**config.mk**
```make
export PLATFORM = sky130hd
export DESIGN_NAME = plic_divider
export DESIGN_NICKNAME = d
export VERILOG_FILES = /design/src/hw/rtl/plic_divider.sv
export SDC_FILE = /design/constraint.sdc
export NUM_CORES = 1
export LEC_CHECK = 0
export ABC_AREA = 1
export ABC_CLOCK_PERIOD_IN_PS = 13350
export BUFFER_PORTS_ARGS = -buffer_cell sky130_fd_sc_hd__buf_2
export CORE_MARGIN = 10
export CORE_UTILIZATION = 45
export DETAILED_ROUTE_END_ITERATION = 7
export PLACE_DENSITY = 0.73
export SYNTH_ARGS = -nofsm -noshare
export SYNTH_HDL_FRONTEND = slang
export SYNTH_SLANG_ARGS = --single-unit
```
**constraint.sdc**
```tcl
create_clock -name i_clk -period 13.35 [get_ports i_clk]
set_input_delay 2.0025 -clock i_clk [delete_from_list [all_inputs] [get_ports i_clk]]
set_output_delay 2.0025 -clock i_clk [all_outputs]
set_load 0.1 [all_outputs]
```
**src/hw/rtl/plic_divider.sv**
```systemverilog
`timescale 1ns / 1ps
// ----------------------------------------------------------------------------
// plic_divider: serial restoring divider
// Divides a 64-bit magnitude by a 32-bit one, keeping a capped quotient and
// the quotient modulo two pi.
// ----------------------------------------------------------------------------
module plic_divider #(
    parameter logic [33:0] PI_Q = 34'd205888
) (
    input  logic        i_clk,
    input  logic        i_rst_n,
    input  logic        i_start,
    input  logic [63:0] i_dividend,
    input  logic [31:0] i_divisor,
    output logic        o_done,
    output logic [40:0] o_qcap,
    output logic [31:0] o_qmod
);

    localparam logic [32:0] TWO_PI = 33'({PI_Q, 1'b0});
    localparam logic [41:0] CAP    = 42'd1 << 40;

    logic        r_busy;
    logic        r_done;
    logic [5:0]  r_cnt;
    logic [63:0] r_num;
    logic [31:0] r_div;
    logic [31:0] r_rem;
    logic [40:0] r_qcap;
    logic [31:0] r_qmod;
    logic [32:0] w_rem2;
    logic        w_qb;
    logic [41:0] w_c2;
    logic [32:0] w_m2;

    assign w_rem2 = {r_rem, r_num[63]};
    assign w_qb   = (w_rem2 >= {1'b0, r_div});
    assign w_c2   = {r_qcap, w_qb};
    assign w_m2   = {r_qmod, w_qb};

    always_ff @(posedge i_clk) begin
        if (!i_rst_n) begin
            r_busy <= 1'b0;
            r_done <= 1'b0;
        end else begin
            r_done <= 1'b0;
            if (i_start) begin
                r_busy <= 1'b1;
                r_cnt  <= 6'd63;
                r_num  <= i_dividend;
                r_div  <= i_divisor;
                r_rem  <= '0;
                r_qcap <= '0;
                r_qmod <= '0;
            end else if (r_busy) begin
                r_rem  <= w_qb ? 32'(w_rem2 - {1'b0, r_div}) : w_rem2[31:0];
                r_num  <= {r_num[62:0], 1'b0};
                r_qcap <= (w_c2 > CAP) ? CAP[40:0] : w_c2[40:0];
                r_qmod <= (w_m2 >= TWO_PI) ? 32'(w_m2 - TWO_PI) : w_m2[31:0];
                r_cnt  <= r_cnt - 6'd1;
                if (r_cnt == 6'd0) begin
                    r_busy <= 1'b0;
                    r_done <= 1'b1;
                end
            end
        end
    end

    assign o_done = r_done;
    assign o_qcap = r_qcap;
    assign o_qmod = r_qmod;

endmodule

```
# == Yosys cells after proc, flatten, opt, wreduce, memory -nomap -nowiden ==
# Cells that the tools add are included.
# totals
inputBits,99
out_inout_bits,74
elab_cells,34
ff_bits,209
# classes
reduce_logical,5
bitwise,2
mux,13
n_addsub,3
n_lt_le_gt_ge,3
# op_table
op,n
32-bit 2-to-1 mux,4
64-bit 2-to-1 mux,2
41-bit 2-to-1 mux,2
"42-bit by 41-bit greater-than comparator with 1-bit output, second input constant",1
"33-bit by 19-bit greater-or-equal comparator with 1-bit output, second input constant",1
33-bit by 32-bit greater-or-equal comparator with 1-bit output,1
"32-bit by 19-bit subtractor with 32-bit output, second input constant",1
32-bit subtractor,1
6-bit logical NOT,1
6-bit 2-to-1 mux,1
"6-bit by 1-bit subtractor with 6-bit output, second input constant",1
1-bit 2-to-1 mux,4
2-bit AND reduction,2
3-bit OR reduction,1
1-bit NOT,2
2-bit nonzero test,1

# == Logic depth before layout (Yosys ltp) ==
# depth
ltp_word,4
depth_mapped,19
mapped_depth_nobuf,17

# == Worst setup path before layout ==
# No wires, ideal clock.
# synth_path
path_kind,in2reg
from,in i_rst_n
to,"reg r_qcap[0], in the netlist o_qcap[0], enable pin"
required_ps,12807
slack_ps,6994
n_path_buf,0
setup_time_ps,543
stages,2
t_arrival_ps,5812
path_cell_list,nand2_1 nand2_1
# synth_between
elab_chain_cells,1
# synth_lines
item,line_no,rtl
from (decl),11,"input logic i_rst_n,"
2-bit AND reduction (no line),n/a,
to (signal assigned),58,r_qcap <= (w_c2 > CAP) ? CAP[40:0] : w_c2[40:0];
to (decl),29,logic [40:0] r_qcap;
# Every way passes these cells.
# A chain may end at the register's enable or synchronous reset.

# == Worst setup path after layout ==
# layout_path
from,in i_start
to,"reg r_rem[7], enable pin"
# layout_between
elab_chain_cells,2
# layout_lines
item,line_no,rtl
from (decl),12,"input logic i_start,"
2-bit nonzero test (no line),n/a,
2-bit AND reduction (no line),n/a,
to (signal assigned),56,"r_rem <= w_qb ? 32'(w_rem2 - {1'b0, r_div}) : w_rem2[31:0];"
to (decl),28,logic [31:0] r_rem;
# Every way passes these cells.

==> results by group <==
Flow run
  • # Max-Cap Violations: 0

Critical path
  • CP required: 13.48 ns
  • Worst Path Arrival: 4.50 ns
  • Crit end category: flip-flop
  • Startpoint types: input port
  • Kind of critical path: in2reg
  • Crit path max fanout: 92

Global routing
  • Overflow after GRT: 0
  • Pin count of the biggest net entering global routing: 99
  • Initial antenna violation count: 2
  • First-pass GRT wire length: 46,100 µm
  • GR Util All Layers: 16.8%
  • Vias in the first global route: 9,152

Cells and area
  • Most common cell after layout, fill and taps aside: nand2_1
  • Fraction of layout cells with a size suffix above 1: 16.8%
  • Area growth syn-to-layout: 16.3%
  • Fill cells: 2,351
  • Most frequent cells in the layout: 372 x nand2_1, 207 x edfxtp_1, 171 x buf_2
  • # nets final: 1,620

Yosys
  • Gate Count Post-Synth: 1,318
  • Synth Area per Inst: 8.80 µm²
  • Synth Warn #: 0
  • Synthesized net count: 1,454
  • Cell variety after synth: 44
  • Seq cells post-synth: 209
  • Ys async rst share: 0%
  • Seq/Total Area, Yosys: 54.0%
  • Cell area after synthesis: 11,600 µm²
  • Number of flops mapped to enable cells by yosys: 207
  • Main synth FF type: edfxtp_1

Placement
  • GP Congestion: 0.919
  • Port bufs: 172
  • DP HPWL: 20,500 µm

Drt
  • DRC: 0
  • Detail Route Antenna Nets: 0
  • Total Wirelength: 28,500 µm
  • Via/cell ratio: 5.00
  • 1st-pass router iterations: 5
  • Initial DRC Count: 699
  • Vias: 9,155
  • DR WL/cell: 15.6 µm

Clocking
  • Hold buffer count at CTS: 0
  • CTS Buf Count: 24
  • Max clock buf depth: 3
  • PostCTS Resize Cnt: 0
  • Clk_lat worst skew: 0.52 ns
  • H-tree levels: 1
  • Reg clk slew, reported paths: 0.06 ns
  • Clk sinks: 209
  • CTS root buffer: clkbuf_16
  • TritonCTS clock tree: built
  • Setup bufs post-CTS: 0

Timing
  • Period utilisation layout: 32.7%
  • Peak Freq: 229 MHz
  • Max Slew Vio Count: 0
  • RSZ-0062 raised after global routing: no
  • Endpoints failing setup: 0
  • Sum Neg Setup Slack: 0 ns
  • WHS: 0.510 ns
  • Worst Tran Pin Value: 1.18 ns
  • Crit path time final: 4.37 ns
  • Skew final: 0.0139 ns
  • Final hold vios: 0
  • Relative slew slack: 21.4%

Die
  • Die Span Y: 181 µm
  • Die Area: 32,600 µm²
  • Core area: 25,300 µm²
  • Site row count: 58
  • Initial core utilization: 45.9%
  • Die width: 181 µm
  • IO Pins: 173

Power and ir drop
  • PD cells: 148 nW/µm²
  • Max VDD drop: 0.0000790 V
  • P_leak: 0.00613 µW

Worst hold path
  • Worst Hold Class: reg2reg

Status
  • Run status: finished clean
-- cells in the mapped netlist (19+ instances only) --
master      n  area [µm²]
a21oi_1    79         395
clkbuf_1   20        75.1
edfxtp_1  207        6220
ha_1       36         450
inv_1     167         627
nand2_1   373        1400
nand3_1    47         235
nand4_1    19         119
nor2_1    165         619
o21ai_0    62         310
xnor2_1    21         184
xor2_1     19         166
-- cell families (layout without fill, tap and decap cells) --
| kind of cell | after synthesis | after routing | synth area share [%] |
|---|---|---|---|
| xor+xnor | 40 | 40 | 3.02 |
| compound gates | 166 | 166 | 7.63 |
| fa+ha+maj | 37 | 37 | 4.06 |
| flops | 209 | 209 | 54.0 |
| buf+inv | 213 | 395 | 7.30 |
| other cells | 0 | 1 | 0 |
| simple gates | 653 | 653 | 24.0 |
-- registers in the layout (all words and copies together) (netlist names) --
signal / flops
o_qmod: 32
o_qcap: 41
r_rem: 32
r_num: 64
o_done: 1
r_cnt: 6
r_div: 32
r_busy: 1
-- per-layer routing --
metal | vias up | global-route usage (%) | wire length (µm)
li1 | 4647 | - | -
met2 | 247 | 27.2 | 13000
met5 | - | 0 | 13
met1 | 4214 | 22.1 | 13000
met4 | 2 | 4.23 | 585
met3 | 45 | 3.84 | 1940
-- final cells by class --
type                       instances  area (µm²)  share of cell area (%)
sequential                       209        6260                    46.4
multi-input combinational        896        4500                    33.4
timing repair buffer             176         893                    6.63
inverter                         177         667                    4.95
clock buffer                      25         604                    4.48
tap                              330         413                    3.06
clock inverter                    17         149                    1.10
antenna                            1        2.50                  0.0186
-- critical path, cell delays in order --
cell     delay, ns
buf_4         0.34
nand2_1       0.18
nand2_4       0.89
buf_4         1.01
-- report_power, final --
part           internal [µW]  switching [µW]  total (µW)
sequential               803            34.3         837
combinational            136             383         520
clock                    367             271         638
total                   1310             688        2000
-- stage by stage --
stage	total power, µW	worst slack [ns]	instance area (µm²)	std cells	util, %
after global placement	1360	8.49	12700	1788	50.4
after floorplan	1260	6.99	11600	1318	-
after detailed placement	1370	8.41	12700	1788	50.4
after CTS	2010	8.98	13500	1830	53.4
after global routing	2090	8.77	13500	1831	53.4
final	2000	8.98	13500	1831	53.4
-- worst paths after layout --
kind / start / to / slack [ns] / depth (start not counted)
worst max register to register: o_qmod[14] / o_qmod[19] / 10.18 / 8
worst max-delay path: i_start / r_rem[7] / 8.98 / 4
worst min register to register: r_num[50] / r_num[51] / 0.51 / 2
worst min-delay path: r_num[50] / r_num[51] / 0.51 / 2
No activity file was read; power rests on OpenSTA's default activity.
