`config.mk`:
```
export PLATFORM = sky130hd
export DESIGN_NAME = plic_cell
export DESIGN_NICKNAME = d
export VERILOG_FILES = /design/src/hw/rtl/plic_pkg.sv /design/src/hw/rtl/plic_cell.sv
export SDC_FILE = /design/constraint.sdc
export NUM_CORES = 1
export LEC_CHECK = 0
export ABC_AREA = 1
export BUFFER_PORTS_ARGS = -buffer_cell sky130_fd_sc_hd__buf_2
export CORE_AREA = 2 2 216 218
export DETAILED_ROUTE_END_ITERATION = 7
export DIE_AREA = 0 0 218 220
export PLACE_DENSITY = 0.48
export RECOVER_POWER = 100
export SYNTH_ARGS = -nofsm -noshare
export SYNTH_HDL_FRONTEND = slang
export SYNTH_SLANG_ARGS = --single-unit
```
`constraint.sdc`:
```
create_clock -name i_clk -period 10.1 [get_ports i_clk]
set_clock_uncertainty 0.2 [all_clocks]
set_input_delay 3.03 -clock i_clk [delete_from_list [all_inputs] [get_ports i_clk]]
set_output_delay 3.03 -clock i_clk [all_outputs]
set_load 0.005 [all_outputs]
```
`src/hw/rtl/plic_pkg.sv`:
```
`timescale 1ns / 1ps
// ----------------------------------------------------------------------------
// plic_pkg: shared types and codes of the piecewise linear interpolator
// Holds the token that travels down the knot cell chain and the status codes.
// ----------------------------------------------------------------------------
package plic_pkg;

    // Number of knot cells; the slot and segment fields are sized for it.
    localparam int KNOTS = 16;

    // Status codes of a result.
    localparam logic [2:0] ST_INSIDE = 3'd0;
    localparam logic [2:0] ST_BELOW  = 3'd1;
    localparam logic [2:0] ST_ABOVE  = 3'd2;
    localparam logic [2:0] ST_EMPTY  = 3'd3;
    localparam logic [2:0] ST_ZERO_W = 3'd4;

    // Input item kinds.
    localparam logic OP_WRITE = 1'b0;
    localparam logic OP_QUERY = 1'b1;

    // Configuration register indexes.
    localparam logic [7:0] CFG_KNOT_COUNT = 8'd0;
    localparam logic [7:0] CFG_ANGLE_MODE = 8'd1;

    // Query token handed from cell to cell.
    typedef struct packed {
        logic        valid;
        logic        done;
        logic        hint_mode;
        logic [3:0]  s_hint;
        logic [4:0]  seg;
        logic        right;
        logic [31:0] q;
        logic [31:0] t0;
        logic [31:0] t1;
        logic [31:0] v0;
        logic [31:0] v1;
    } t_token;

endpackage

```
`src/hw/rtl/plic_cell.sv`:
```
`timescale 1ns / 1ps
// ----------------------------------------------------------------------------
// plic_cell: one breakpoint cell of the chain
// Stores one knot and checks the passing query token against its segment.
// ----------------------------------------------------------------------------
module plic_cell #(
    parameter int IDX = 0
) (
    input  logic              i_clk,
    input  logic              i_rst_n,
    input  logic              i_wr_en,
    input  logic [3:0]        i_wr_slot,
    input  logic [31:0]       i_wr_time,
    input  logic [31:0]       i_wr_value,
    input  logic [4:0]        i_n,
    input  logic [31:0]       i_nb_time,
    input  logic [31:0]       i_nb_value,
    output logic [31:0]       o_time,
    output logic [31:0]       o_value,
    input  plic_pkg::t_token  i_tok,
    output plic_pkg::t_token  o_tok
);

    localparam logic [8:0] IDX9 = 9'(IDX);

    logic [31:0]      r_time;
    logic [31:0]      r_value;
    plic_pkg::t_token r_tok;
    plic_pkg::t_token n_tok;
    logic [8:0]       w_n9;
    logic             w_active;

    always_ff @(posedge i_clk) begin
        if (i_wr_en && (IDX9 == {5'b0, i_wr_slot})) begin
            r_time  <= i_wr_time;
            r_value <= i_wr_value;
        end
    end

    assign w_n9     = {4'b0, i_n};
    assign w_active = i_tok.valid && !i_tok.done && ((IDX9 + 9'd1) < w_n9);

    always_comb begin
        logic hit;
        hit   = 1'b0;
        n_tok = i_tok;
        if (w_active) begin
            if (i_tok.hint_mode) begin
                hit = (IDX9 == {5'b0, i_tok.s_hint});
            end else if ((IDX == 0) && ($signed(i_tok.q) < $signed(r_time))) begin
                hit         = 1'b1;
                n_tok.seg   = 5'h1F;
                n_tok.right = 1'b0;
            end else if (($signed(r_time) <= $signed(i_tok.q)) &&
                         ($signed(i_tok.q) < $signed(i_nb_time))) begin
                hit         = 1'b1;
                n_tok.seg   = 5'(IDX);
                n_tok.right = 1'b0;
            end else if ((IDX9 + 9'd2) == w_n9) begin
                // Nothing matched: the query lies on or past the last knot.
                hit         = 1'b1;
                n_tok.seg   = 5'(IDX + 1);
                n_tok.right = 1'b1;
            end
            if (hit) begin
                n_tok.done = 1'b1;
                n_tok.t0   = r_time;
                n_tok.t1   = i_nb_time;
                n_tok.v0   = r_value;
                n_tok.v1   = i_nb_value;
            end
        end
    end

    always_ff @(posedge i_clk) begin
        if (!i_rst_n) begin
            r_tok <= '0;
        end else begin
            r_tok <= n_tok;
        end
    end

    assign o_time  = r_time;
    assign o_value = r_value;
    assign o_tok   = r_tok;

endmodule

```
## After elaboration in Yosys (flattened, before gate mapping)

Index checks and enable logic that the tools add are counted.
W data, S select, Z words.

| operators by class | value |
|---|---|
| $lt $le $gt $ge | 4 |
| eq/ne operators | 1 |
| mux-type cells | 14 |
| reductions and logical operators | 7 |

Operators by type and width:

| cell | number |
|---|---|
| $mux W128 | 2 |
| $lt A32 B32 Y1 | 2 |
| $le A32 B32 Y1 | 1 |
| $mux W6 | 5 |
| $logic_not A4 Y1 | 2 |
| $mux W1 | 7 |
| $eq A2 B5 Y1 const A | 1 |
| $lt A1 B5 Y1 const A | 1 |
| $logic_and A1 B1 Y1 | 4 |
| $logic_not A1 Y1 | 1 |

| word-level totals | value |
|---|---|
| register bits | 237 |
| input port bits | 313 |
| output and inout bits | 237 |
| logic and storage cells | 39 |

## Longest topological paths before layout

| depth | value |
|---|---|
| depth after elaboration | 8 |
| depth in mapped cells | 21 |

## Least setup slack after synthesis

No wires, ideal clock.

| timing path | value |
|---|---|
| kind | input to register |
| from | in i_wr_slot[3] |
| to | reg r_time[0] (netlist: o_time[0]), enable pin |
| library setup time | 0.565 ns |
| data arrival time | 7.508 ns |
| path slack | 1.826 ns |
| cell stages on the path | 3 |
| buffers on the path | 0 |
| path through | nor2_1 nand2_1 nor3_1 |

| on the way | value |
|---|---|
| longest elaborated chain between the ends | 2 |

Ends and longest elaborated chain:

| what | RTL line | text |
|---|---|---|
| from (decl) | plic_cell.sv:12 | `input logic [3:0] i_wr_slot,` |
| $logic_not A4 Y1 | plic_cell.sv:34 | `if (i_wr_en && (IDX9 == {5'b0, i_wr_slot})) begin` |
| $logic_and A1 B1 Y1 | plic_cell.sv:34 |  |
| to (signal assigned) | plic_cell.sv:35 | `r_time <= i_wr_time;` |
| to (decl) | plic_cell.sv:26 | `logic [31:0] r_time;` |

No other way between the ends.
A chain may end at the register's enable or synchronous reset.

==> results.sh <==
export IMPL_r2r_cells=12
export IMPL_num_io_pins=550
export IMPL_netlist_instances=1325
export IMPL_portBuffers=549
export IMPL_layout_commonest_cell="buf_2"
export IMPL_worst_setup_path_type="input port to flip-flop"
export IMPL_worstSetupStartpointType="input port"
export IMPL_grt_max_degree=158
export IMPL_synth_edf_count=64
export IMPL_comb_power_share=0.131
export IMPL_wl_per_cell_um=16.95
export IMPL_ant_nets=0
export IMPL_antenna_found_initial=6
export IMPL_rrSetupSlack_ns=6.07
export IMPL_synth_seq_cells=237
export IMPL_yosys_top_cells_area="dfxtp_1 (33%), edfxtp_1 (18%), nand2_1 (8.6%)"
export IMPL_grt_pass1_vias=10200
export IMPL_hpwl_um=31860
export IMPL_cts_resized=0
export IMPL_ir_drop_mv=0.1316
export IMPL_clock_latency_ns=0.57
export IMPL_status="finished with violations"
export IMPL_setup_viol=0
export IMPL_die_x_um=218
export IMPL_power_uw=2426
export IMPL_max_cap_violations=3
export IMPL_start_util=0.2319
export IMPL_hold_path_class="flip-flop to flip-flop"
export IMPL_cts_buffers=29
export IMPL_rsz0062_at_grt="no"
export IMPL_fin_area_um2=14550
export IMPL_internal_power_uw=1798
export IMPL_drive_above_1_share=0.2270
export IMPL_crit_end="o_tok[114]"
export IMPL_mostFrequentLayoutCells="buf_2 (366), nand2_1 (244), inv_1 (223), clkbuf_1 (190), dfxtp_1 (173)"
export IMPL_drtPass1Iterations=4
export IMPL_r2r_end="o_tok[97]"
export IMPL_final_period_utilization=0.7562
export IMPL_hold_viol_final=0
export IMPL_swShare=0.2589
export IMPL_cts_tree="done"
export IMPL_antenna_cells=0
export IMPL_ys_async_sr_fraction=0
export IMPL_p_per_area_nw_per_um2=166.7
export IMPL_vias=10410
export IMPL_yosys_area_top_type_share=0.3256
export IMPL_via_per_inst=4.221
export IMPL_crit_start="i_rst_n"
export IMPL_cp_required_ns=10.38
export IMPL_track_usage=0.1640
export IMPL_whs_ns=0.3944
export IMPL_coreArea_um2=45860
export IMPL_row_count=79
export IMPL_cp_max_fo=99
export IMPL_cts_root_buf="clkbuf_16"
export IMPL_tns_ns=0
export IMPL_drv_slew=166
export IMPL_routed_wl_um=41790
export IMPL_drt_initial_drc_count=440
export IMPL_clock_sinks=237
export IMPL_tightest_slew_ns=4.933
export IMPL_syn_cell_area_um2=10640
export IMPL_post_place_ws_ns=3.702
export IMPL_yosysWarnings=0
export IMPL_critPathCaptureType="flip-flop"
export IMPL_avgSynthCellArea_um2=8.028
export IMPL_clkTransAtPathRegs_ns=0.06
export IMPL_ys_flop_type="dfxtp_1"
export IMPL_max_slew_margin=-2.288
export IMPL_fmax_mhz=130.9
export IMPL_p_clk_frac=0.438
export IMPL_postCtsHoldBufs=0
export IMPL_drc=0
export IMPL_r2r_start="o_time[31]"
export IMPL_leakage_uw=0.007492
export IMPL_postCtsSetupBuffers=0
export IMPL_die_height_um=220
export IMPL_clock_path_buffers=3
export IMPL_placed_area_um2=13810
export IMPL_die_area_um2=47960
export IMPL_p_sw_uw=627.9
export IMPL_power_frac_seq=0.431
export IMPL_fillers=5058
export IMPL_synth_fp_nets=1701
export IMPL_htree_levels=1
export IMPL_yosysSeqAreaShare=0.5063
export IMPL_synth_area_leader_cell="dfxtp_1"
export IMPL_period_minus_slack_ns=7.637
export IMPL_timing_final_ws_setup_ns=2.463
export IMPL_fin_nets=2213
export IMPL_synthToLayoutAreaGrowth_pct=36.78
export IMPL_arrival_ns=7.92
export IMPL_synthDistinctLibCells=27
export IMPL_violations="capacitance limit, slew limit"
export IMPL_overflow=0
export IMPL_grt_first_pass_wirelength_um=60260
export IMPL_place_congestion=0.8617
## routing by layer
| layer | vias up | track usage | part of all wire |
|---|---|---|---|
| li1 | 5214 | - | - |
| met1 | 4715 | 0.1966 | 0.41 |
| met2 | 402 | 0.2798 | 0.47 |
| met3 | 67 | 0.05259 | 0.087 |
| met4 | 12 | 0.04785 | 0.028 |
| met5 | - | 0 | 0.0018 |
## metrics by stage
| stage | util | instances |
|---|---|---|
| floorplan | - | 1325 |
| global placement | 0.3012 | 2413 |
| CTS | 0.3226 | 2466 |
| detailed placement | 0.3012 | 2413 |
| global route | 0.3172 | 2466 |
| finish | 0.3172 | 2466 |
## worst min-delay path by stage
stage	startpoint	endpoint	slack [ns]	depth (start not counted)
6_report	o_value[5]	o_tok[37]	0.39	4
5_1_grt	o_value[5]	o_tok[37]	0.43	4
4_1_cts	o_value[5]	o_tok[37]	0.39	4
3_5_place_dp	o_value[5]	o_tok[37]	0.38	4
3_3_place_gp	o_value[27]	o_tok[59]	0.37	4
2_1_floorplan	o_value[0]	o_tok[32]	0.38	4
## power groups by stage
stage               Combinational (uW)  Clock, uW  Sequential (uW)
floorplan                          158          0             1070
global placement                   324          0             1060
detailed placement                 327          0             1060
CTS                                329       1100             1040
global route                       362       1130             1050
finish                             317       1060             1040
## worst max-delay path, stage by stage
cell and delay (ns):
clkbuf_1 3.38, buf_4 1.07, nand2_1 0.16, nor2_1 0.11
## state kept, by name (all words and copies together) (netlist names)
register / count
o_time: 32
o_value: 32
o_tok: 173
## cells by family (layout without fill, tap and decap cells)
kind of cell    count (synthesis)  count (layout)  synth area share
compound gates                176             176           0.08411
simple gates                  551             551            0.2162
fa+ha+maj                      63              63           0.07411
buf+inv                       298             832            0.1193
flops                         237             237            0.5063
## synth_stat cells, drive strengths merged (2+ instances only)
cell    instances
a21oi         164
nand3         140
o21ai           6
nor3            7
ha             63
inv           223
buf            53
and2            2
dfxtp         173
clkbuf         22
nor2          150
nand4           5
o21a            2
nand2         245
edfxtp         64
## cell type report
type | instances | area, um^2 | share of cell area
tap | 607 | 759.5 | 0.05220
timing repair buffer | 556 | 2589 | 0.1779
sequential | 237 | 5385 | 0.3701
inverter | 223 | 837.1 | 0.05753
clock inverter | 7 | 40.04 | 0.002752
clock buffer | 46 | 944.7 | 0.06493
multi-input combinational | 790 | 3994 | 0.2745
Note: power is estimated with default switching activity, not from simulation.
