## src/hw/rtl/plic_wrap.sv

```systemverilog
`timescale 1ns / 1ps
// ----------------------------------------------------------------------------
// plic_wrap: serial angle wrap into [-pi, pi)
// Reduces one signed value modulo two pi, one remainder bit per cycle.
// ----------------------------------------------------------------------------
module plic_wrap #(
    parameter logic [33:0] PI_Q = 34'd205888
) (
    input  logic               i_clk,
    input  logic               i_rst_n,
    input  logic               i_start,
    input  logic signed [34:0] i_x,
    output logic               o_done,
    output logic [31:0]        o_result
);

    localparam logic [34:0] TWO_PI = {PI_Q, 1'b0};

    logic        r_busy;
    logic        r_done;
    logic [5:0]  r_cnt;
    logic        r_neg;
    logic [33:0] r_mag;
    logic [34:0] r_rem;
    logic [31:0] r_result;
    logic signed [34:0] w_y;
    logic [34:0] w_rem2;
    logic [34:0] w_rem_n;
    logic [34:0] w_mod;

    assign w_y     = i_x + $signed({1'b0, PI_Q});
    assign w_rem2  = {r_rem[33:0], r_mag[33]};
    assign w_rem_n = (w_rem2 >= TWO_PI) ? (w_rem2 - TWO_PI) : w_rem2;
    assign w_mod   = (r_neg && (w_rem_n != 35'd0)) ? (TWO_PI - w_rem_n) : w_rem_n;

    always_ff @(posedge i_clk) begin
        if (!i_rst_n) begin
            r_busy <= 1'b0;
            r_done <= 1'b0;
        end else begin
            r_done <= 1'b0;
            if (i_start) begin
                r_busy <= 1'b1;
                r_cnt  <= 6'd33;
                r_neg  <= w_y[34];
                r_mag  <= w_y[34] ? 34'(-w_y) : w_y[33:0];
                r_rem  <= '0;
            end else if (r_busy) begin
                r_rem <= w_rem_n;
                r_mag <= {r_mag[32:0], 1'b0};
                r_cnt <= r_cnt - 6'd1;
                if (r_cnt == 6'd0) begin
                    r_busy   <= 1'b0;
                    r_done   <= 1'b1;
                    r_result <= 32'(w_mod - {1'b0, PI_Q});
                end
            end
        end
    end

    assign o_done   = r_done;
    assign o_result = r_result;

endmodule

```

## config.mk

```make
export PLATFORM = sky130hd
export DESIGN_NAME = plic_wrap
export DESIGN_NICKNAME = d
export VERILOG_FILES = /design/src/hw/rtl/plic_wrap.sv
export SDC_FILE = /design/constraint.sdc
export NUM_CORES = 1
export LEC_CHECK = 0
export ABC_AREA = 1
export BUFFER_PORTS_ARGS = -buffer_cell sky130_fd_sc_hd__buf_2
export CAP_MARGIN = 0
export CORE_MARGIN = 2
export CORE_UTILIZATION = 40
export CTS_CLUSTER_SIZE = 10
export DETAILED_ROUTE_END_ITERATION = 12
export HOLD_SLACK_MARGIN = 0.03
export PLACE_DENSITY_LB_ADDON = 0.15
export SYNTH_ARGS = -nofsm -noshare
export SYNTH_HDL_FRONTEND = slang
export SYNTH_SLANG_ARGS = --single-unit
```

## constraint.sdc

```tcl
create_clock -name i_clk -period 12.11 [get_ports i_clk]
set_input_delay 3.0275 -clock i_clk [delete_from_list [all_inputs] [get_ports i_clk]]
set_output_delay 3.0275 -clock i_clk [all_outputs]
set_load 0.01 [all_outputs]
```

* After elaboration in Yosys (flattened, before gate mapping)
Cells that the tools add are included.
** Storage, ports and cells
- Flip-flop bits (word level) :: 109
- Bits of input ports :: 38
- Output and inout port bits :: 33
- Logic and storage cells :: 36
** Operators by class
- Add/subtract/negate cells :: 6
- Order comparisons :: 1
- Multiplexer cells :: 11
- Bitwise gates (word level) :: 3
- Reduce and logical (&&, ||, !) cells :: 8
** Operators by type and width (count)
- 34-bit 2-to-1 mux :: 4
- 35-bit by 19-bit adder with 35-bit output, second input constant :: 1
- 35-bit by 19-bit greater-or-equal comparator with 1-bit output, second input constant :: 1
- 35-bit 2-to-1 mux :: 1
- 35-bit nonzero test :: 1
- 35-bit by 19-bit subtractor with 35-bit output, second input constant :: 1
- 34-bit negator :: 1
- 32-bit 2-to-1 mux :: 1
- 19-bit by 32-bit subtractor with 32-bit output, first input constant :: 1
- 32-bit by 18-bit subtractor with 32-bit output, second input constant :: 1
- 6-bit logical NOT :: 1
- 6-bit 2-to-1 mux :: 1
- 6-bit by 1-bit subtractor with 6-bit output, second input constant :: 1
- 1-bit 2-to-1 mux :: 4
- 2-bit AND reduction :: 2
- 4-bit AND reduction :: 1
- 1-bit inverter :: 3
- 3-bit OR reduction :: 1
- 2-bit nonzero test :: 1
- 1-bit logical AND :: 1

* Depth between registers and ports, before layout
Gate-level depths: netlist of the first run.
- Depth in word-level cells :: 6
- Mapped depth :: 31
- Depth with buffers taken out :: 30

* Worst setup path before layout of the first run
OpenSTA, ideal clock, no wires.
- Path type :: input to register
- Start point :: input i_start
- End point :: register r_result[0] (netlist: o_result[0]), enable pin
- Library setup time :: 0.461 ns
- Data arrival time :: 5.481 ns
- Required time :: 11.649 ns
- Setup slack :: 6.168 ns
- Cell stages on the path :: 2
- Path buffers :: 1
- Path through :: buf_1 > nor3_1
** On the way
- Word-level cells in the longest chain between the ends :: 2
** Ends and longest elaborated chain
- start, declared :: RTL line 11 : input logic i_start,
- 1-bit inverter (no source line)
- 4-bit AND reduction (no source line)
- end signal, assigned :: RTL line 55 : r_result <= 32'(w_mod - {1'b0, PI_Q});
- end, declared :: RTL line 25 : logic [31:0] r_result;
Every way passes these cells.
A chain may end at the register's enable or synchronous reset.

* Final worst setup path of the first run
- Start point :: input i_x[6]
- End point :: register r_mag[28] (data pin)
** On the way
- Word-level cells in the longest chain between the ends :: 4
** Ends and longest elaborated chain
- start, declared :: RTL line 12 : input logic signed [34:0] i_x,
- 35-bit by 19-bit adder with 35-bit output * :: RTL line 31 : assign w_y = i_x + $signed({1'b0, PI_Q});
- 34-bit negator :: RTL line 46 : r_mag <= w_y[34] ? 34'(-w_y) : w_y[33:0];
- 34-bit 2-to-1 mux * :: RTL line 46
- 34-bit 2-to-1 mux * :: RTL line 42 : if (i_start) begin
- end signal, assigned :: RTL line 46
- end signal, assigned :: RTL line 50 : r_mag <= {r_mag[32:0], 1'b0};
- end, declared :: RTL line 23 : logic [33:0] r_mag;
Every way passes the cells marked *; elsewhere a longest branch is shown, timed or not.

==> results.md, run 1 <==
- Util after Layout: 44.5%
- Worst Hold Class: reg -> reg
- Final hold vios: 0
- Commonest non-fill, non-tap cell in the layout: nand2_1
- Reg clk slew, reported paths: 0.08 ns
- R2R setup slack: 6.97 ns
- Switching Share: 38.8%
- Critical Path End: r_mag[28]
- Vias per Instance: 4.92
- Critical Path Fanout Max: 21
- Layout cell share with drive strength beyond 1: 12.3%
- Max Cap Viol: 0
- Nets@finish: 1514
- Mapped Cells: 1410
- Core area: between 0.02 and 0.025 mm²
- H-tree Lvls: 3
- Cell Int Power: 0.000753 W
- Routed wire length: 24.8 mm
- Type of origin of the critical path: input port
- CTS Hold Bufs: 0
- CP Capture Type: flip-flop
- DIE HEIGHT: 158 µm
- First-pass GRT wire length: 39.9 mm
- Clock Power Share: 26.3%
- Initial Util: slightly above 40%
- DRT Pass-1 Iters: 5
- Post-synth EDFFs: 107
- PortBufs: 70
- Sw Pwr: between 0.0004 and 0.0005 W
- Largest net degree at the start of global routing: 76
- GR Util All Layers: 20.3%
- Status: completed
- Combinational power share: 34.8%
- HPWL Detailed: 19.2 mm
- Worst slew pin tran: between 1 and 1.5 ns
- Setup TNS: 0 ns
- Avg WL per Cell: 13.8 µm
- Cell variety after synth: 46
- R2r endpoint: o_result[22]
- Hold depth: 2
- Top_reg_cell synth: edfxtp_1
- Worst Reg-to-Reg Cells: 25
- CP Launch Point: i_x[6]
- RSZ-0062 raised after global routing: false
- Final setup margin: 6.08 ns
- Final setup vio count: 0
- Number of global-route vias before repair: 8009
- Post-synthesis register bit count: 109
- Commonest non-fill, non-tap cells in the layout: nand2_1 (482), nor2_1 (207), inv_1 (138)
- CTS resizes: 0
- TritonCTS Buffers: 9
- Max Fclk: 0.166 GHz
- Die width: 158 µm
- Slew HR: 32.5%
- CTS sink count: roughly 110
- I/O pins: 71
- Sequential share of the synthesized area: approximately a third
- Die area: 0.0250 mm²
- Pre-CTS WS: 5.63 ns
- Reg2reg start: r_rem[6]
- Static leakage: 4.79 nW
- Critical path class: in -> reg
- Yosys top cell area share: about 34%
- Yosys warning total: 0
- Clock buffer depth: 2
- PD cells: 118 mW/mm²
- Antenna Nets Post-Route: 0
- DRC Markers: 0
- Register share of total power: 39.0%
- Synth top area cells: edfxtp_1 (34%), nand2_1 (19%), nor2_1 (8.2%), nand3_1 (6.6%), xor2_1 (5.8%)
- Final min period: about 6 ns
- Reg area: 0.00325 mm²
- Placement Rows: 56
- Syn Area/Cell: approximately 6.7 µm²
- Worst vdd ir: 0.0000646 V
- Crit share post-route: 49.8%
- Fin. max-slew vios: 0
- Root Driver: clkbuf_16
- Post-CTS setup buffers: 0
- Grt total ovfl: 0
- Via count: between 8000 and 9000
- Synthesized area: 0.00948 mm²
- Area Overhead vs Synth: 9.70%
- Synth Net Count: 1456
- Clk_skew: about 0.013 ns
- Iter 0 DRT Violations: 683
- Initial antenna violation count: 1
- Synth area leader: edfxtp_1
- CP required: 12.23 ns
- Clk Latency, worst-skew pair: roughly 0.37 ns
- Fill cells: roughly 2500
- WP data arrival: ~6 ns
- CTS tree: yes
- Global placement routability congestion: between 0.9 and 1
- Area of the multi-input gates: around 0.0055 mm²
- Fraction of registers with async set/reset: 0%
synth_stat cells, drive strengths merged (2+ instances only):
library cell	instances
a21oi	19
o21ai	59
edfxtp	107
clkbuf	12
a31oi	4
o21bai	3
nand2	515
inv	154
nor2	233
nor4	6
or2	5
nand3	131
nand3b	7
clkinv	2
buf	14
dfxtp	2
xor2	64
xnor2	17
nand4	25
nor3	15
ha	8
layer usage:
layer,wire length [µm],GRT usage [%],vias to the layer above
li1,-,-,4627
met1,11800,26.9,4011
met2,11600,34.5,165
met3,1010,2.85,22
met4,377,6.05,0
met5,0,0,-
cell type report:
cell class	instances	share of cell area, %
diodes	1	0.0241
clock inverters	7	0.866
repair buffers	73	3.58
multi-input cells	1119	52.6
well taps	319	3.84
flip-flops and latches	109	31.3
inverters	156	5.63
clock buffers	9	2.16
worst max-delay path, stage by stage:
cell	delay, ns
buf_2	0.13
ha_1	0.18
nand3_1	0.12
a21oi_1	0.22
nand2_1	0.07
nand2_1	0.09
nand2_1	0.10
a2111oi_0	0.45
nand2_1	0.09
nand2_1	0.50
clkinv_1	0.63
a21oi_1	0.32
nand2_1	0.07
nand3_1	0.09
nand2_1	0.06
registers in the layout, indices dropped and copies added, names as in the netlist:
name	cells
r_mag	34
o_result	32
o_done	1
r_cnt	6
r_rem	34
r_neg	1
r_busy	1
worst min path at each step:
| stage | to | start | slack, ns |
|---|---|---|---|
| 2_1_floorplan | o_result[0] | r_mag[33] | 0.45 |
| 3_3_place_gp | r_mag[3] | r_mag[2] | 0.50 |
| 3_5_place_dp | r_mag[3] | r_mag[2] | 0.51 |
| 4_1_cts | r_mag[5] | r_mag[4] | 0.53 |
| 5_1_grt | r_mag[28] | r_mag[27] | 0.54 |
| 6_report | r_mag[5] | r_mag[4] | 0.53 |
kinds of logic after synthesis:
kind of cell	count (synthesis)	synth area share (%)
xor gates and xnor gates	81	7.56
DFF	109	34.3
and+or+nand+nor	942	44.0
adders and majority gates	8	1.06
buffers and inverters	182	8.10
AOI/OAI and AO/OA	88	5.03
per-stage QoR:
| stage | hold WS, ns | total power (W) | instance area (µm²) | cells |
|---|---|---|---|---|
| after floorplan | 0.451 | 0.000808 | 9480 | 1410 |
| after global placement | 0.499 | 0.000910 | 10100 | 1776 |
| after detailed placement | 0.511 | 0.000912 | 10100 | 1776 |
| after CTS | 0.530 | 0.00124 | 10400 | 1792 |
| after global routing | 0.545 | 0.00131 | 10400 | 1792 |
| final | 0.529 | 0.00123 | 10400 | 1793 |
power groups by stage:
| stage | registers (W) | logic [W] | clock network (W) |
|---|---|---|---|
| finish | 0.000479 | 0.000427 | 0.000323 |
| global route | 0.000482 | 0.000485 | 0.000344 |
| CTS | 0.000479 | 0.000427 | 0.000332 |
| detailed placement | 0.000487 | 0.000425 | 0 |
| global placement | 0.000486 | 0.000423 | 0 |
| floorplan | 0.000480 | 0.000328 | 0 |
Power figures use the tool's default switching activity.
==> run 2: changes to the inputs <==
- clock period: 12.11 -> 5.4 ns (I/O delays scaled with it)
==> results.md, run 2 (synthesis gave the netlist of run 1 again) <==
- Crit share post-route: 87.5%
- Largest net degree at the start of global routing: 76 (unchanged)
- Critical Path Fanout Max: 40 (+90%)
- Max Cap Viol: 0 (unchanged)
- Final hold vios: 0 (unchanged)
- RSZ-0062 raised after global routing: false
- Dpl cells: 1777 (+0.056%)
- Worst Reg-to-Reg Cells: 28 (+12%)
- Global placement routability congestion: 0.926 (+2.7%)
- Reg clk slew, reported paths: 0.08 ns (about the same)
- Grt met3 use: 2.90% (+0.055 points)
- Static leakage: 4.79 nW (about the same)
- Combinational power share: 35.5% (+0.7 points)
- Register share of total power: 38.8% (-0.2 points)
- Initial antenna violation count: 0 (-1)
- CTS sink count: 109 (unchanged)
- Final setup vio count: 0 (unchanged)
- Cell repeated most along the worst path: nand2_1
- Clk Latency, worst-skew pair: 0.37 ns (about the same)
- Tot Pwr: 0.00276 W (+120%)
- CTS resizes: 0 (unchanged)
- Iter 0 DRT Violations: 588 (-14%)
- Setup TNS: 0 ns (unchanged)
- N_diodes: 0 (-1)
- First-pass GRT wire length: 41.8 mm (+4.9%)
- Die width: 158 µm (unchanged)
- Slowest stage delay, CP: 0.43 ns (-0.20 ns)
- Post-CTS setup buffers: 0 (unchanged)
- Grt met1 use: 29.0% (+2.1 points)
- Clock buffer depth: 2 (unchanged)
- Grt total ovfl: 0 (unchanged)
- DIE HEIGHT: 158 µm (unchanged)
- I/O pins: 71 (unchanged)
- Nets@finish: 1515 (+0.066%)
- Routed wire length: 26.0 mm (+4.9%)
- Placement Cell Area: 0.0101 mm² (about the same)
- Die area: 0.0250 mm² (unchanged)
- GR Util All Layers: 21.5% (+1.2 points)
- Switching Share: 38.7% (about the same)
- Initial Util: 40.5% (unchanged)
- Fin. max-slew vios: 0 (unchanged)
- Hold depth: 0 (-2)
- Slowest cell on crit path: edfxtp_1
- Sw Pwr: 0.00107 W (+120%)
- Status: completed
- Met2 usage: 35.7% (+1.2 points)
- Max Fclk: 0.212 GHz
- DRC Markers: 0 (unchanged)
- Commonest non-fill, non-tap cell in the layout: nand2_1
- CP Capture Type: flip-flop
- Slew HR: 30.2% (-2.4 points)
- Vias per Instance: 4.95 (+0.53%)
- Layout Cells excl Fill: 1793 (unchanged)
- WP data arrival: 4.86 ns (-1.29 ns)
- CTS tree: yes
- CTS Hold Bufs: 0 (unchanged)
- Commonest non-fill, non-tap cells in the layout: nand2_1 (482), nor2_1 (207), inv_1 (138)
- TritonCTS Buffers: 9 (unchanged)
- PD cells: 266 mW/mm² (+120%)
- Clk_skew: 0.0106 ns (-0.00194 ns)
- Final min period: about 4.7 ns
- Number of global-route vias before repair: 8194 (+2.3%)
- DRT Pass-1 Iters: 5 (unchanged)
- HPWL Detailed: 20.5 mm (+7.0%)
- Final Cell Area: 0.0104 mm² (about the same)
- Type of origin of the critical path: flip-flop
- Most Used Layer, Global Route: met2
- Core area: 0.0234 mm² (unchanged)
- Layout cell share with drive strength beyond 1: 12.3% (about the same)
- Area Overhead vs Synth: 9.66% (about the same)
- Via count: 8872 (+0.53%)
- PortBufs: 70 (unchanged)
- Worst vdd ir: 0.000133 V (+110%)
- CP required: 5.53 ns (-6.70 ns)
- Critical path class: reg -> reg
- Worst Hold Class: reg -> reg
- Clock Power Share: 25.7% (-0.6 points)
- Avg WL per Cell: 14.5 µm (+4.9%)
- Worst slew pin tran: 1.05 ns (+0.0365 ns)
- Placement Rows: 56 (unchanged)
- Cell Int Power: 0.00169 W (+120%)
- H-tree Lvls: 3 (unchanged)
- Root Driver: clkbuf_16
- Antenna Nets Post-Route: 0 (unchanged)
## run 2: cell count changes in the layout (fill, tap and decap cells not counted), sizes merged
cell and delta:
buf +1, clkbuf +1, diode -1, inv -1
## run 2: power by group through the flow
stage	logic (W)	registers [W]	clock network (W)
after detailed placement	0.000975	0.00109	0
after global routing	0.00112	0.00108	0.000751
after floorplan	0.000736	0.00108	0
after global placement	0.000979	0.00109	0
final	0.000980	0.00107	0.000711
after CTS	0.000978	0.00107	0.000725
## run 2: per-layer routing
layer / vias up / wire, µm / part of all wire [%]
li1: 4636 / - / -
met1: 3954 / 12000 / 46
met2: 242 / 12100 / 46
met3: 40 / 1290 / 5.0
met4: 0 / 607 / 2.3
met5: - / 0 / 0
## run 2: worst paths after layout
path | startpoint | endpoint | slack [ns]
setup reg to reg | r_mag[33] | o_result[30] | 0.68
hold reg to reg | r_mag[33] | o_result[0] | 0.51
hold / removal | r_mag[33] | o_result[0] | 0.51
setup / recovery | r_mag[33] | o_result[30] | 0.68
## run 2: final cells by class
type,instances,area (µm²)
Clock inverter,6,67.6
Inverter,156,586
Tap cell,319,399
Fill cell,2521,13000
Timing Repair Buffer,74,380
Clock buffer,10,239
Multi-Input combinational cell,1119,5480
Sequential cell,109,3250
## run 2: stage by stage
stage	hold slack (ns)	util (%)	setup WS (ns)
2_1_floorplan	0.451	-	1.14
3_3_place_gp	0.502	43.1	0.825
3_5_place_dp	0.508	43.1	0.648
4_1_cts	0.527	44.4	0.644
5_1_grt	0.530	44.4	0.0458
6_report	0.514	44.4	0.677
## run 2: worst max-delay path: cells and delay by family (launching register included)
family | cells | cell delay, ns
flops | 1 | 0.43
buf+inv | 4 | 0.34
fa+ha+maj | 2 | 0.36
simple gates | 22 | 3.33
==> run 3: changes to the inputs <==
==> constraint.sdc (replaced) <==
create_clock -name i_clk -period 5.4 [get_ports i_clk]
set_input_delay 1.08 -clock i_clk [delete_from_list [all_inputs] [get_ports i_clk]]
set_output_delay 1.08 -clock i_clk [all_outputs]
set_load 0.01 [all_outputs]
==> results.md, run 3 (synthesis gave the netlist of run 1 again) <==
- Largest net degree at the start of global routing: 76 (unchanged)
- Clk_skew: 0.0174 ns (+0.00680 ns)
- Commonest non-fill, non-tap cells in the layout: nand2_1 (482), nor2_1 (207), inv_1 (138)
- Antenna Nets Post-Route: 0 (unchanged)
- Vias per Instance: 4.99 (+0.90%)
- Worst vdd ir: 0.000143 V (+7.7%)
- R2r endpoint: o_result[26]
- Worst Reg-to-Reg Cells: 30 (+7.1%)
- Initial Util: 40.5% (unchanged)
- Grt total ovfl: 0 (unchanged)
- Clock buffer depth: 2 (unchanged)
- Cell repeated most along the worst path: nand2_1
- Via count: 8952 (+0.90%)
- Status: completed
- GR Util All Layers: 21.8% (+0.26 points)
- CTS tree: yes
- Layout cell share with drive strength beyond 1: 12.3% (+0.068 points)
- Critical Path Fanout Max: 40 (unchanged)
- CP required: 5.52 ns (about the same)
- Fin. max-slew vios: 0 (unchanged)
- Core area: 0.0234 mm² (unchanged)
- CP Capture Type: flip-flop
- H-tree Lvls: 3 (unchanged)
- Slowest stage delay, CP: 0.43 ns (about the same)
- First-pass GRT wire length: 42.4 mm (+1.5%)
- Routed wire length: 26.3 mm (+1.2%)
- PortBufs: 70 (unchanged)
- Max Cap Viol: 0 (unchanged)
- TritonCTS Buffers: 9 (unchanged)
- Switching Share: 40.3% (+1.5 points)
- Reg clk slew, reported paths: 0.07 ns (about the same)
- Combinational power share: 35.5% (about the same)
- Area Overhead vs Synth: 9.74% (about the same)
- Placement Rows: 56 (unchanged)
- Die area: 0.0250 mm² (unchanged)
- I/O pins: 71 (unchanged)
- CTS resizes: 0 (unchanged)
- Worst Hold Class: reg -> reg
- PD cells: 266 mW/mm² (about the same)
- Initial antenna violation count: 0 (unchanged)
- Number of global-route vias before repair: 8468 (+3.3%)
- Crit share post-route: 88.6% (+1.1 points)
- Slew HR: 31.3% (+1.2 points)
- Sw Pwr: 0.00111 W (+4.0%)
- Worst Hold Path EP: o_result[0]
- RSZ-0062 raised after global routing: false
- Setup TNS: 0 ns (unchanged)
- Static leakage: 4.78 nW (about the same)
- R2R setup slack: 0.62 ns (-0.06 ns)
- Fill cells: 2491 (-1.2%)
- Clk Latency, worst-skew pair: 0.37 ns (about the same)
- Root Driver: clkbuf_16
- Hold depth: 0 (unchanged)
- WP data arrival: 4.90 ns (+0.04 ns)
- CTS sink count: 109 (unchanged)
- Critical path class: reg -> reg
- Iter 0 DRT Violations: 692 (+18%)
- DIE HEIGHT: 158 µm (unchanged)
- Cell Int Power: 0.00165 W (-2.5%)
- Type of origin of the critical path: flip-flop
- Clock Power Share: 25.6% (about the same)
- Slowest cell on crit path: edfxtp_1
- Reg2reg start: r_mag[33]
- Final hold vios: 0 (unchanged)
- Die width: 158 µm (unchanged)
- DRT Pass-1 Iters: 5 (unchanged)
- Hold Path Origin: r_mag[33]
- DRC Markers: 0 (unchanged)
- CTS Hold Bufs: 0 (unchanged)
- Tot Pwr: 0.00276 W (about the same)
- Final min period: 4.78 ns (+0.0605 ns)
- Nets@finish: 1515 (unchanged)
- Register share of total power: 38.9% (about the same)
- HPWL Detailed: 20.6 mm (+0.51%)
- Global placement routability congestion: 0.944 (+1.9%)
- Max Fclk: 0.209 GHz (-1.3%)
- Post-CTS setup buffers: 0 (unchanged)
- Worst slew pin tran: 1.03 ns (-0.0174 ns)
- N_diodes: 0 (unchanged)
- Commonest non-fill, non-tap cell in the layout: nand2_1
- Final setup vio count: 0 (unchanged)
- Avg WL per Cell: 14.7 µm (+1.2%)
==> run 3: worst max path at each step <==
stage,startpoint,end,slack (ns),cells after the start
global route,r_mag[33],o_result[30],0.19,30
CTS,r_mag[33],o_result[26],0.65,28
global placement,r_mag[33],o_result[30],0.83,28
floorplan,i_start,o_result[0],1.41,2
finish,r_mag[33],o_result[26],0.62,30
detailed placement,r_mag[33],o_result[26],0.67,28
==> run 3: critical path, delay by kind of cell (launching register included) <==
family	cells	cell delay, ns
buf+inv	4	0.41
flops	1	0.43
simple gates	24	3.31
fa+ha+maj	2	0.36
==> run 3: cell type report <==
type / count / area, µm² / share of cell area (%)
Timing Repair Buffer: 74 / 380 / 3.65
Sequential cell: 109 / 3250 / 31.3
Clock buffer: 9 / 225 / 2.16
Multi-Input combinational cell: 1119 / 5480 / 52.6
Tap cell: 319 / 399 / 3.84
Clock inverter: 7 / 88.8 / 0.854
Inverter: 156 / 586 / 5.63
==> run 3: routing by layer <==
| layer | global-route usage, % | share of wire [%] |
|---|---|---|
| met4 | 8.54 | 2.9 |
| met2 | 36.3 | 46 |
| met3 | 3.23 | 5.3 |
| met5 | 0 | 0 |
| met1 | 28.6 | 46 |
==> run 3: through the flow <==
| stage | setup slack [ns] | utilization [%] | hold slack [ns] | instance area, µm² | std cells |
|---|---|---|---|---|---|
| 2_1_floorplan | 1.41 | - | 0.451 | 9480 | 1410 |
| 3_3_place_gp | 0.833 | 43.1 | 0.483 | 10100 | 1777 |
| 3_5_place_dp | 0.671 | 43.1 | 0.491 | 10100 | 1777 |
| 4_1_cts | 0.654 | 44.5 | 0.510 | 10400 | 1793 |
| 5_1_grt | 0.186 | 44.5 | 0.538 | 10400 | 1793 |
| 6_report | 0.617 | 44.5 | 0.515 | 10400 | 1793 |
==> run 3: power groups by stage <==
stage	sequential [W]	clock [W]	combinational, W
global route	0.00108	0.000751	0.00112
floorplan	0.00108	0	0.000736
global placement	0.00109	0	0.000978
finish	0.00107	0.000708	0.000982
CTS	0.00107	0.000727	0.000980
detailed placement	0.00109	0	0.000977
